### config.mk
export PLATFORM = sky130hd
export DESIGN_NAME = dsl_byte_tokenizer_flat
export DESIGN_NICKNAME = d
export VERILOG_FILES = /design/src/design/dbt_pkg.sv /design/src/design/dbt_stream_if.sv /design/src/design/dsl_byte_tokenizer.sv /design/src/design/dbt_scan_core.sv /design/src/design/dbt_out_queue.sv /design/src/flat_wrapper.sv
export SDC_FILE = /design/constraint.sdc
export NUM_CORES = 1
export LEC_CHECK = 0
export BUFFER_PORTS_ARGS = -buffer_cell sky130_fd_sc_hd__buf_2
export CORE_MARGIN = 2
export CORE_UTILIZATION = 30
export CTS_BUF_LIST = sky130_fd_sc_hd__clkbuf_4 sky130_fd_sc_hd__clkbuf_8
export DETAILED_ROUTE_END_ITERATION = 10
export GPL_ROUTABILITY_DRIVEN = 0
export PLACE_DENSITY = 0.49
export SYNTH_ARGS = -nofsm -noshare
export SYNTH_HDL_FRONTEND = slang
export SYNTH_HIERARCHICAL = 1
export SYNTH_SLANG_ARGS = --single-unit
### constraint.sdc
create_clock -name clk -period 9.7 [get_ports clk]
set_clock_uncertainty 0.2 [all_clocks]
set_input_delay 2.425 -clock clk [delete_from_list [all_inputs] [get_ports clk]]
set_output_delay 2.425 -clock clk [all_outputs]
set_load 0.02 [all_outputs]
### src/design/dbt_pkg.sv
// Shared types, constants and character-class helpers for the byte tokenizer.
// No dependencies; every other design file depends on this package.
package dbt_pkg;

  localparam int LINE_WIDTH   = 24;
  localparam int COLUMN_WIDTH = 16;
  localparam int LEN_WIDTH    = 16;
  localparam int KW_COUNT     = 10;
  localparam int KW_CHARS     = 7;

  // Result queue depth; the pointer arithmetic relies on a power of two.
  localparam int QUEUE_DEPTH = 4;
  localparam int QPTR_W      = $clog2(QUEUE_DEPTH);
  localparam int QCNT_W      = $clog2(QUEUE_DEPTH + 1);

  localparam logic [7:0] CH_LF     = 8'h0A;
  localparam logic [7:0] CH_HASH   = 8'h23;
  localparam logic [7:0] CH_UNDER  = 8'h5F;
  localparam logic [7:0] CH_EQUAL  = 8'h3D;
  localparam logic [7:0] CH_COMMA  = 8'h2C;
  localparam logic [7:0] CH_LPAREN = 8'h28;
  localparam logic [7:0] CH_RPAREN = 8'h29;
  localparam logic [7:0] CH_SEMI   = 8'h3B;

  typedef enum logic [1:0] {
    MODE_IDLE    = 2'd0,
    MODE_WORD    = 2'd1,
    MODE_NUMBER  = 2'd2,
    MODE_COMMENT = 2'd3
  } mode_t;

  typedef enum logic [4:0] {
    TT_CREATE  = 5'd0,
    TT_NODE    = 5'd1,
    TT_TASK    = 5'd2,
    TT_AS      = 5'd3,
    TT_CONNECT = 5'd4,
    TT_TO      = 5'd5,
    TT_ON      = 5'd6,
    TT_AFTER   = 5'd7,
    TT_ACTION  = 5'd8,
    TT_SET     = 5'd9,
    TT_IDENT   = 5'd10,
    TT_NUMBER  = 5'd11,
    TT_EQUAL   = 5'd12,
    TT_COMMA   = 5'd13,
    TT_LPAREN  = 5'd14,
    TT_RPAREN  = 5'd15,
    TT_SEMI    = 5'd16,
    TT_UNKNOWN = 5'd17,
    TT_EOF     = 5'd18
  } tok_type_t;

  // Keyword text, right-justified: the last character sits in bits [7:0].
  localparam logic [8*KW_CHARS-1:0] KW_TEXT [KW_COUNT] = '{
    "CREATE", "NODE", "TASK", "AS", "CONNECT", "TO", "ON", "AFTER", "ACTION", "SET"
  };
  localparam logic [2:0] KW_LEN [KW_COUNT] = '{
    3'd6, 3'd4, 3'd4, 3'd2, 3'd7, 3'd2, 3'd2, 3'd5, 3'd6, 3'd3
  };

  typedef struct packed {
    tok_type_t               token_type;
    logic [LINE_WIDTH-1:0]   token_line;
    logic [COLUMN_WIDTH-1:0] token_column;
    logic [LEN_WIDTH-1:0]    token_length;
    logic [7:0]              token_byte;
    logic                    last_in_run;
  } tok_t;

  // Up to two tokens produced by one accepted input transaction.
  typedef struct packed {
    logic [1:0] count;
    tok_t       rec0;
    tok_t       rec1;
  } push_t;

  function automatic logic is_space(input logic [7:0] c);
    return (c == 8'h20) || (c >= 8'h09 && c <= 8'h0D);
  endfunction

  function automatic logic is_digit(input logic [7:0] c);
    return (c >= 8'h30) && (c <= 8'h39);
  endfunction

  function automatic logic is_alpha(input logic [7:0] c);
    return (c >= 8'h41 && c <= 8'h5A) || (c >= 8'h61 && c <= 8'h7A);
  endfunction

  function automatic logic is_word(input logic [7:0] c);
    return is_alpha(c) || is_digit(c) || (c == CH_UNDER);
  endfunction

  function automatic logic [7:0] kw_char(input int k, input logic [2:0] p);
    logic [2:0] idx;
    idx = KW_LEN[k] - 3'd1 - p;
    return KW_TEXT[k][{idx, 3'b000} +: 8];
  endfunction

  // Drops every keyword no longer than pos or whose character at position pos differs from c.
  function automatic logic [KW_COUNT-1:0] kw_next(input logic [KW_COUNT-1:0] alive,
                                                  input logic [LEN_WIDTH-1:0] pos,
                                                  input logic [7:0] c);
    logic [KW_COUNT-1:0] res;
    for (int i = 0; i < KW_COUNT; i++) begin
      res[i] = alive[i] && (pos < LEN_WIDTH'(KW_LEN[i])) && (kw_char(i, pos[2:0]) == c);
    end
    return res;
  endfunction

  function automatic tok_type_t word_type(input logic [KW_COUNT-1:0] alive,
                                          input logic [LEN_WIDTH-1:0] len);
    tok_type_t t;
    t = TT_IDENT;
    for (int i = 0; i < KW_COUNT; i++) begin
      if (alive[i] && (len == LEN_WIDTH'(KW_LEN[i]))) t = tok_type_t'(5'(i));
    end
    return t;
  endfunction

endpackage

### src/design/dbt_stream_if.sv
// Valid/ready channel interfaces for the tokenizer's byte input and token output.
// Depends on dbt_pkg for the field widths.
interface dbt_in_if;
  logic       valid;
  logic       ready;
  logic       kind;
  logic [7:0] byte_req;

  modport source(output valid, output kind, output byte_req, input ready);
  modport sink(input valid, input kind, input byte_req, output ready);
endinterface

interface dbt_out_if;
  logic                              valid;
  logic                              ready;
  logic [4:0]                        token_type;
  logic [dbt_pkg::LINE_WIDTH-1:0]    token_line;
  logic [dbt_pkg::COLUMN_WIDTH-1:0]  token_column;
  logic [dbt_pkg::LEN_WIDTH-1:0]     token_length;
  logic [7:0]                        token_byte;
  logic                              last_in_run;

  modport source(output valid, output token_type, output token_line, output token_column,
                 output token_length, output token_byte, output last_in_run, input ready);
  modport sink(input valid, input token_type, input token_line, input token_column,
               input token_length, input token_byte, input last_in_run, output ready);
endinterface

### src/design/dsl_byte_tokenizer.sv
// Top level of the byte tokenizer: scanner core feeding a token queue.
// Depends on dbt_pkg, dbt_stream_if, dbt_scan_core and dbt_out_queue.
//
// Usage: source bytes enter on in_ch, one per transaction, with kind low; a
// transaction with kind high marks end of file. Each input transaction gives
// zero, one or two tokens on out_ch, one token per transaction, and the last
// token caused by an input transaction carries last_in_run. The block keeps
// line and column counters, the open word or number and a keyword match
// vector, so keywords are recognized while the word streams in.
// With no older token waiting in the queue, a token is offered on out_ch
// in the cycle after the input transaction that causes it. Throughput: one
// byte per cycle while in_ch.ready is high; a byte that closes a token and
// makes a punctuation token produces two tokens, which drain at one per
// cycle while the receiver is ready.
// in_ch.ready is high while the four-entry token queue has room for two
// tokens, so a stalled receiver lets the block keep taking bytes until the
// queue fills, then holds in_ch off; no token is dropped or duplicated.
// Reset (rst_n low at a clock edge) empties the queue and returns the
// scanner to line 1, column 1, with no open token. End of file also
// returns the scanner to that state, so the next byte starts a new stream.
module dsl_byte_tokenizer (
  input  logic      clk,
  input  logic      rst_n,
  dbt_in_if.sink    in_ch,
  dbt_out_if.source out_ch
);
  import dbt_pkg::*;

  logic  acc;
  logic  space;
  push_t push;

  // The queue's free space alone decides ready; the scanner never stalls.
  assign in_ch.ready = space;
  assign acc         = in_ch.valid && in_ch.ready;

  dbt_scan_core u_scan (
    .clk      (clk),
    .rst_n    (rst_n),
    .acc      (acc),
    .kind     (in_ch.kind),
    .byte_req (in_ch.byte_req),
    .push     (push)
  );

  dbt_out_queue u_queue (
    .clk    (clk),
    .rst_n  (rst_n),
    .push   (push),
    .space  (space),
    .out_ch (out_ch)
  );

  // Tokens are only produced by an accepted input transaction.
  assert property (@(posedge clk) disable iff (!rst_n)
    !acc |-> push.count == 2'd0)
    else $error("token pushed without an input transaction");

  // An end-of-file token is always empty and always ends its run.
  assert property (@(posedge clk) disable iff (!rst_n)
    (out_ch.valid && out_ch.token_type == 5'(TT_EOF))
      |-> (out_ch.token_length == '0 && out_ch.last_in_run))
    else $error("malformed end-of-file token");

  // An end-of-file transaction always yields at least one token next cycle.
  assert property (@(posedge clk) disable iff (!rst_n)
    (acc && in_ch.kind) |=> out_ch.valid)
    else $error("end of file produced no token");

endmodule

### src/design/dbt_scan_core.sv
// Scanner state (mode, line, column, open token) and the combinational next-state logic.
// Depends on dbt_pkg; emits up to two tokens per accepted input transaction as a push_t.
module dbt_scan_core (
  input  logic           clk,
  input  logic           rst_n,
  input  logic           acc,
  input  logic           kind,
  input  logic [7:0]     byte_req,
  output dbt_pkg::push_t push
);
  import dbt_pkg::*;

  mode_t                   mode_r, mode_nxt;
  logic [LINE_WIDTH-1:0]   line_r, line_nxt;
  logic [COLUMN_WIDTH-1:0] col_r, col_nxt;
  logic [COLUMN_WIDTH-1:0] start_r, start_nxt;
  logic [LEN_WIDTH-1:0]    len_r, len_nxt;
  logic [KW_COUNT-1:0]     alive_r, alive_nxt;

  logic [COLUMN_WIDTH-1:0] col_inc;
  logic [LINE_WIDTH-1:0]   line_inc;
  logic [LEN_WIDTH-1:0]    len_inc;
  tok_t                    close_rec;
  tok_t                    one_rec;
  tok_type_t               punct_type;

  assign col_inc  = (col_r == '1) ? col_r : col_r + 1'b1;
  assign line_inc = (line_r == '1) ? line_r : line_r + 1'b1;
  assign len_inc  = (len_r == '1) ? len_r : len_r + 1'b1;

  always_comb begin
    unique case (byte_req)
      CH_EQUAL:  punct_type = TT_EQUAL;
      CH_COMMA:  punct_type = TT_COMMA;
      CH_LPAREN: punct_type = TT_LPAREN;
      CH_RPAREN: punct_type = TT_RPAREN;
      CH_SEMI:   punct_type = TT_SEMI;
      default:   punct_type = TT_UNKNOWN;
    endcase
  end

  always_comb begin
    close_rec.token_type   = (mode_r == MODE_WORD) ? word_type(alive_r, len_r) : TT_NUMBER;
    close_rec.token_line   = line_r;
    close_rec.token_column = start_r;
    close_rec.token_length = len_r;
    close_rec.token_byte   = '0;
    close_rec.last_in_run  = 1'b0;
  end

  always_comb begin
    logic do_close;
    logic do_idle;
    logic open_tok;
    mode_nxt  = mode_r;
    line_nxt  = line_r;
    col_nxt   = col_r;
    start_nxt = start_r;
    len_nxt   = len_r;
    alive_nxt = alive_r;
    one_rec   = close_rec;
    push      = '0;
    do_close  = 1'b0;
    do_idle   = 1'b0;
    open_tok  = (mode_r == MODE_WORD) || (mode_r == MODE_NUMBER);

    if (acc && kind) begin
      // End of file flushes the open token, reports the end and restarts the stream.
      one_rec.token_type   = TT_EOF;
      one_rec.token_line   = line_r;
      one_rec.token_column = col_r;
      one_rec.token_length = '0;
      one_rec.token_byte   = '0;
      if (open_tok) begin
        push.rec0  = close_rec;
        push.rec1  = one_rec;
        push.count = 2'd2;
      end else begin
        push.rec0  = one_rec;
        push.count = 2'd1;
      end
      mode_nxt  = MODE_IDLE;
      line_nxt  = LINE_WIDTH'(1);
      col_nxt   = COLUMN_WIDTH'(1);
      start_nxt = '0;
      len_nxt   = '0;
      alive_nxt = '0;
    end else if (acc) begin
      case (mode_r)
        MODE_COMMENT: begin
          if (byte_req == CH_LF) do_idle = 1'b1;
        end
        MODE_WORD: begin
          if (is_word(byte_req)) begin
            alive_nxt = kw_next(alive_r, len_r, byte_req);
            len_nxt   = len_inc;
            col_nxt   = col_inc;
          end else begin
            do_close = 1'b1;
            do_idle  = 1'b1;
          end
        end
        MODE_NUMBER: begin
          if (is_digit(byte_req)) begin
            len_nxt = len_inc;
            col_nxt = col_inc;
          end else begin
            do_close = 1'b1;
            do_idle  = 1'b1;
          end
        end
        default: do_idle = 1'b1;
      endcase

      if (do_idle) begin
        mode_nxt  = MODE_IDLE;
        start_nxt = '0;
        len_nxt   = '0;
        alive_nxt = '0;
        if (do_close) begin
          push.rec0  = close_rec;
          push.count = 2'd1;
        end
        if (is_space(byte_req)) begin
          if (byte_req == CH_LF) begin
            line_nxt = line_inc;
            col_nxt  = COLUMN_WIDTH'(1);
          end else begin
            col_nxt = col_inc;
          end
        end else if (byte_req == CH_HASH) begin
          mode_nxt = MODE_COMMENT;
        end else if (is_word(byte_req)) begin
          mode_nxt  = is_digit(byte_req) ? MODE_NUMBER : MODE_WORD;
          start_nxt = col_r;
          len_nxt   = LEN_WIDTH'(1);
          alive_nxt = is_digit(byte_req) ? '0 : kw_next('1, '0, byte_req);
          col_nxt   = col_inc;
        end else begin
          one_rec.token_type   = punct_type;
          one_rec.token_line   = line_r;
          one_rec.token_column = col_r;
          one_rec.token_length = LEN_WIDTH'(1);
          one_rec.token_byte   = byte_req;
          col_nxt              = col_inc;
          if (do_close) begin
            push.rec1  = one_rec;
            push.count = 2'd2;
          end else begin
            push.rec0  = one_rec;
            push.count = 2'd1;
          end
        end
      end
    end

    if (push.count == 2'd2) push.rec1.last_in_run = 1'b1;
    if (push.count == 2'd1) push.rec0.last_in_run = 1'b1;
  end

  always_ff @(posedge clk) begin
    if (!rst_n) begin
      mode_r  <= MODE_IDLE;
      line_r  <= LINE_WIDTH'(1);
      col_r   <= COLUMN_WIDTH'(1);
      start_r <= '0;
      len_r   <= '0;
      alive_r <= '0;
    end else begin
      mode_r  <= mode_nxt;
      line_r  <= line_nxt;
      col_r   <= col_nxt;
      start_r <= start_nxt;
      len_r   <= len_nxt;
      alive_r <= alive_nxt;
    end
  end

endmodule

### src/design/dbt_out_queue.sv
// Small token queue: takes up to two tokens per cycle, presents one per transaction.
// Depends on dbt_pkg and the dbt_out_if interface.
module dbt_out_queue (
  input  logic           clk,
  input  logic           rst_n,
  input  dbt_pkg::push_t push,
  output logic           space,
  dbt_out_if.source      out_ch
);
  import dbt_pkg::*;

  tok_t              mem_r [QUEUE_DEPTH];
  logic [QPTR_W-1:0] wr_ptr_r, wr_ptr_nxt;
  logic [QPTR_W-1:0] rd_ptr_r, rd_ptr_nxt;
  logic [QCNT_W-1:0] count_r, count_nxt;
  logic              pop;
  logic [QPTR_W-1:0] wr_ptr_p1;
  tok_t              head;

  // Room for a worst-case pair of tokens, without counting on a pop this cycle.
  assign space     = (count_r <= QCNT_W'(QUEUE_DEPTH - 2));
  assign pop       = out_ch.valid && out_ch.ready;
  assign wr_ptr_p1 = wr_ptr_r + 1'b1;
  assign head      = mem_r[rd_ptr_r];

  always_comb begin
    wr_ptr_nxt = wr_ptr_r + QPTR_W'(push.count);
    rd_ptr_nxt = rd_ptr_r + QPTR_W'(pop);
    count_nxt  = count_r + QCNT_W'(push.count) - QCNT_W'(pop);
  end

  always_ff @(posedge clk) begin
    if (!rst_n) begin
      wr_ptr_r <= '0;
      rd_ptr_r <= '0;
      count_r  <= '0;
    end else begin
      wr_ptr_r <= wr_ptr_nxt;
      rd_ptr_r <= rd_ptr_nxt;
      count_r  <= count_nxt;
    end
  end

  always_ff @(posedge clk) begin
    if (push.count != 2'd0) mem_r[wr_ptr_r] <= push.rec0;
    if (push.count == 2'd2) mem_r[wr_ptr_p1] <= push.rec1;
  end

  assign out_ch.valid        = (count_r != '0);
  assign out_ch.token_type   = head.token_type;
  assign out_ch.token_line   = head.token_line;
  assign out_ch.token_column = head.token_column;
  assign out_ch.token_length = head.token_length;
  assign out_ch.token_byte   = head.token_byte;
  assign out_ch.last_in_run  = head.last_in_run;

endmodule

### src/flat_wrapper.sv
// flat-port wrapper written by rule: the top's interface ports become plain ports
module dsl_byte_tokenizer_flat import dbt_pkg::*;
  (clk, rst_n, in_ch_valid, in_ch_kind, in_ch_byte_req, in_ch_ready, out_ch_valid, out_ch_token_type, out_ch_token_line, out_ch_token_column, out_ch_token_length, out_ch_token_byte, out_ch_last_in_run, out_ch_ready);
  dbt_in_if in_ch_i ();
  dbt_out_if out_ch_i ();
  input  logic clk;
  input  logic rst_n;
  input wire logic [$bits(in_ch_i.valid)-1:0] in_ch_valid;
  input wire logic [$bits(in_ch_i.kind)-1:0] in_ch_kind;
  input wire logic [$bits(in_ch_i.byte_req)-1:0] in_ch_byte_req;
  output wire logic [$bits(in_ch_i.ready)-1:0] in_ch_ready;
  output wire logic [$bits(out_ch_i.valid)-1:0] out_ch_valid;
  output wire logic [$bits(out_ch_i.token_type)-1:0] out_ch_token_type;
  output wire logic [$bits(out_ch_i.token_line)-1:0] out_ch_token_line;
  output wire logic [$bits(out_ch_i.token_column)-1:0] out_ch_token_column;
  output wire logic [$bits(out_ch_i.token_length)-1:0] out_ch_token_length;
  output wire logic [$bits(out_ch_i.token_byte)-1:0] out_ch_token_byte;
  output wire logic [$bits(out_ch_i.last_in_run)-1:0] out_ch_last_in_run;
  input wire logic [$bits(out_ch_i.ready)-1:0] out_ch_ready;
  assign in_ch_i.valid = in_ch_valid;
  assign in_ch_i.kind = in_ch_kind;
  assign in_ch_i.byte_req = in_ch_byte_req;
  assign in_ch_ready = in_ch_i.ready;
  assign out_ch_valid = out_ch_i.valid;
  assign out_ch_token_type = out_ch_i.token_type;
  assign out_ch_token_line = out_ch_i.token_line;
  assign out_ch_token_column = out_ch_i.token_column;
  assign out_ch_token_length = out_ch_i.token_length;
  assign out_ch_token_byte = out_ch_i.token_byte;
  assign out_ch_last_in_run = out_ch_i.last_in_run;
  assign out_ch_i.ready = out_ch_ready;
  dsl_byte_tokenizer u_core (.clk(clk), .rst_n(rst_n), .in_ch(in_ch_i), .out_ch(out_ch_i));
endmodule
==> parameters.txt <==
Parameter                              Value

Status
  Result of the run ... completed

Clock tree
  Clock Path Buffers ... 3
  Num CTS Buffers ... just under 70
  Sinks on Clock Net ... between 300 and 400
  Number of hold-repair buffers added at the cts stage ... 0
  Clock latency on the worst-skew pair ... approximately 0.62 ns
  Maximum level of the CTS H-tree ... 3
  Clk pin slew, worst setup/hold paths ... roughly 0.06 ns
  Root Buffer ... sky130_fd_sc_hd__clkbuf_8
  Cts repair resizes ... 0
  Clock tree from TritonCTS ... done
  Number of buffers added for setup after CTS ... 0

Route
  Total routed wirelength ... roughly 59000 µm
  Initial DRT Pass Iterations ... 5
  Post-route ant nets ... 0
  Via density ... between 5 and 6
  Starting DRC count in detailed routing ... between 1000 and 1500
  Routed vias ... ~14000
  Average detailed-routed wire length per instance ... ~22 µm
  Post-detailed-route DRC marker count ... 0

Critical path
  Kind of start point of the critical path ... input pin
  Required time worst endpoint ... just under 10 ns
  Start-to-end type of the worst setup path ... input pin to flop
  Critical register-to-register path startpoint ... u_core/u_queue/count_r[0]
  Endpoint kind of the worst setup timing path ... flop
  Largest fanout on the critical path ... between 40 and 50
  Arrival time at the worst endpoint ... roughly 6.9 ns
  Critical Path Source ... in_ch_byte_req[4]

Timing
  Hold Fails Final Rpt ... 0
  Final TNS setup ... 0 ns
  Max Clock Freq ... between 100 and 150 MHz
  Setup repair after global routing missed its margin ... false
  Final clock period utilization by the worst path ... 70.4%
  Crit path setup slack, layout ... approximately 2.9 ns
  Worst rel slew slack ... between 20% and 30%
  Transition time of the tightest slew-check pin ... around 1.1 ns
  Final setup fails ... 0
  Number of max-slew violations in the final report ... 0
  Final Critical Period ... approximately 6.8 ns
  Worst hold margin ... 0.274 ns

Finish
  Growth of design area from synthesis to finish ... 11.9%
  Share of post-route cells with drive strength above 1 ... a little over a third
  Commonest cells after routing, fill and taps aside ... sky130_fd_sc_hd__edfxtp_1, sky130_fd_sc_hd__mux2_2, sky130_fd_sc_hd__and2_1
  Number of nets in the finished design ... ~1700
  Leading cell type in the layout, fill and taps excluded ... sky130_fd_sc_hd__edfxtp_1
  Number of fill cells ... around 6900
  Final core occ ... between 30% and 40%

Synth
  Register bit total from synthesis ... about 370
  Proportion of register bits with asynchronous set or reset after synthesis ... 0%
  Post-Syn Area ... ~21000 µm²
  Yosys cell types ... 100
  Yosys warning total ... 6
  Sequential cell area fraction in the yosys report ... 48.7%
  Number of synthesized flops with an enable pin ... between 200 and 300
  Synthesized area divided by synthesized cell count ... 12.8 µm²
  Leading register cell type out of synthesis ... sky130_fd_sc_hd__edfxtp_1
  Count of mapped cells out of synthesis ... 1645

Die
  Starting utilization of the core area ... 30.4%
  Overall die width ... roughly 270 µm
  Vertical die dimension ... 269 µm
  Placeable Area ... a little under 70000 µm²
  Total Die Area ... roughly 72000 µm²
  I/O pin total ... between 80 and 90
  Cell row count ... 96

Global route
  Initial antenna violation count ... 5
  Remaining global-route overflow ... 0
  Total routing usage reported by global routing ... between 15 and 20%
  Via count of the first global-routing pass ... approximately 15000
  Largest net degree at the start of global routing ... 44
  Wire length of the first global-routing pass ... about 90000 µm

Worst hold path
  Start point of the worst min-delay path ... u_core/u_scan/start_r[12]
  Worst min-delay path class ... flop to flop

Power and ir drop
  Ratio of total power to cell area ... roughly 210 nW/µm²
  Total leakage power ... a little over 0.008 µW
  Peak ir drop on the vdd network ... between 0.07 and 0.08 mV

Placed design
  Buffers on Ports ... between 80 and 90
  Worst setup slack after placement ... about 2.3 ns
  Placed wire-length estimate after detailed placement ... 36600 µm

Job
  Number of violations of the max-capacitance limit ... 0
[metrics by stage]
step / cell area [µm²] / instances / total power [µW]
after global routing: 23500 / 2689 / 5160
final: 23500 / 2689 / 4910
after CTS: 23500 / 2688 / 5000
after global placement: 22200 / 2567 / 3490
after floorplan: 21000 / 1659 / 3000
after detailed placement: 22200 / 2567 / 3500
[final timing paths]
path,end,slack (ns),depth (start not counted)
worst max-delay path,u_core/u_queue/mem_r[3][5],2.87,10
worst min-delay path,u_core/u_scan/start_r[12],0.27,1
worst max register to register,u_core/u_queue/mem_r[2][3],4.12,11
worst min register to register,u_core/u_scan/start_r[12],0.27,1
[power breakdown]
group | leakage, µW | internal (µW) | switching (µW)
combinational | 0.00415 | 512 | 898
sequential | 0.00338 | 1920 | 103
clock | 0.000708 | 822 | 656
[cell type report]
class | count | area (µm²) | area share, %
flip-flops and latches | 371 | 10200 | 43.6
multi-input cells | 1133 | 10100 | 42.8
clock buffers | 106 | 1260 | 5.36
well taps | 931 | 1160 | 4.96
repair buffers | 108 | 613 | 2.61
inverters | 24 | 90.1 | 0.384
clock inverters | 15 | 71.3 | 0.304
diodes | 1 | 2.50 | 0.0107
[routing by layer]
metal	track usage (%)	share of wire, %	vias up
met3	3.06	4.9	87
met5	0	0.022	-
met4	4.44	1.8	2
met1	22.0	45	7062
li1	-	-	6436
met2	27.2	48	347
[registers in the layout (all words and copies together) (netlist names)]
| register | count |
|---|---|
| u_core/u_scan/alive_r | 10 |
| u_core/u_scan/mode_r | 2 |
| u_core/u_queue/rd_ptr_r | 2 |
| u_core/u_scan/col_r | 16 |
| u_core/u_queue/count_r | 3 |
| u_core/u_scan/line_r | 24 |
| u_core/u_queue/wr_ptr_r | 2 |
| u_core/u_scan/start_r | 16 |
| u_core/u_scan/len_r | 16 |
| u_core/u_queue/mem_r | 280 |
[worst max-delay path, stage by stage]
cell                        delay (ns)
sky130_fd_sc_hd__buf_2            0.49
sky130_fd_sc_hd__or4b_4           0.29
sky130_fd_sc_hd__o22ai_1          0.09
sky130_fd_sc_hd__a2111oi_1        1.00
sky130_fd_sc_hd__nor2_1           0.15
sky130_fd_sc_hd__mux2_2           0.32
sky130_fd_sc_hd__o22ai_2          0.51
sky130_fd_sc_hd__mux2i_1          0.31
sky130_fd_sc_hd__nor2_4           0.86
sky130_fd_sc_hd__buf_12           0.39
[synthesized netlist by cell type, types with 5 or more instances]
cell	number	area share, %
sky130_fd_sc_hd__edfxtp_1	280	40
sky130_fd_sc_hd__mux2_2	277	15
sky130_fd_sc_hd__and2_1	104	3.1
sky130_fd_sc_hd__dfxtp_1	91	8.7
sky130_fd_sc_hd__nor2_1	79	1.4
sky130_fd_sc_hd__mux4_2	70	7.5
sky130_fd_sc_hd__nand2_1	59	1.1
sky130_fd_sc_hd__o21ai_0	53	1.3
sky130_fd_sc_hd__a21oi_1	51	1.2
sky130_fd_sc_hd__nand3_1	42	1.0
sky130_fd_sc_hd__clkbuf_1	39	0.70
sky130_fd_sc_hd__a22o_1	36	1.5
sky130_fd_sc_hd__buf_2	35	0.83
sky130_fd_sc_hd__buf_4	34	1.2
sky130_fd_sc_hd__nor3_1	34	0.81
sky130_fd_sc_hd__nand4_1	30	0.89
sky130_fd_sc_hd__xnor2_1	29	1.2
sky130_fd_sc_hd__xor2_1	27	1.1
sky130_fd_sc_hd__ha_1	26	1.5
sky130_fd_sc_hd__inv_1	21	0.38
sky130_fd_sc_hd__or3_1	13	0.39
sky130_fd_sc_hd__a211oi_1	11	0.39
sky130_fd_sc_hd__and3_1	10	0.30
sky130_fd_sc_hd__buf_6	10	0.54
sky130_fd_sc_hd__a31oi_1	9	0.27
sky130_fd_sc_hd__nor2b_1	9	0.27
sky130_fd_sc_hd__nor4_1	9	0.27
sky130_fd_sc_hd__and4_1	8	0.33
sky130_fd_sc_hd__buf_1	8	0.14
sky130_fd_sc_hd__mux2i_1	8	0.38
sky130_fd_sc_hd__nand2b_1	7	0.21
sky130_fd_sc_hd__mux2_1	6	0.32
sky130_fd_sc_hd__clkbuf_2	5	0.12
sky130_fd_sc_hd__o2111ai_1	5	0.21
sky130_fd_sc_hd__o211ai_1	5	0.18
[logic make-up after synthesis]
| kind of cell | share of synthesized area (%) |
|---|---|
| compound gates | 8.16 |
| xor+xnor | 2.55 |
| fa+ha+maj | 1.65 |
| buf+inv | 3.98 |
| flops | 48.7 |
| mux | 23.1 |
| other cells | 0.0179 |
| simple gates | 11.8 |
Note: power is estimated with default switching activity, not from simulation.
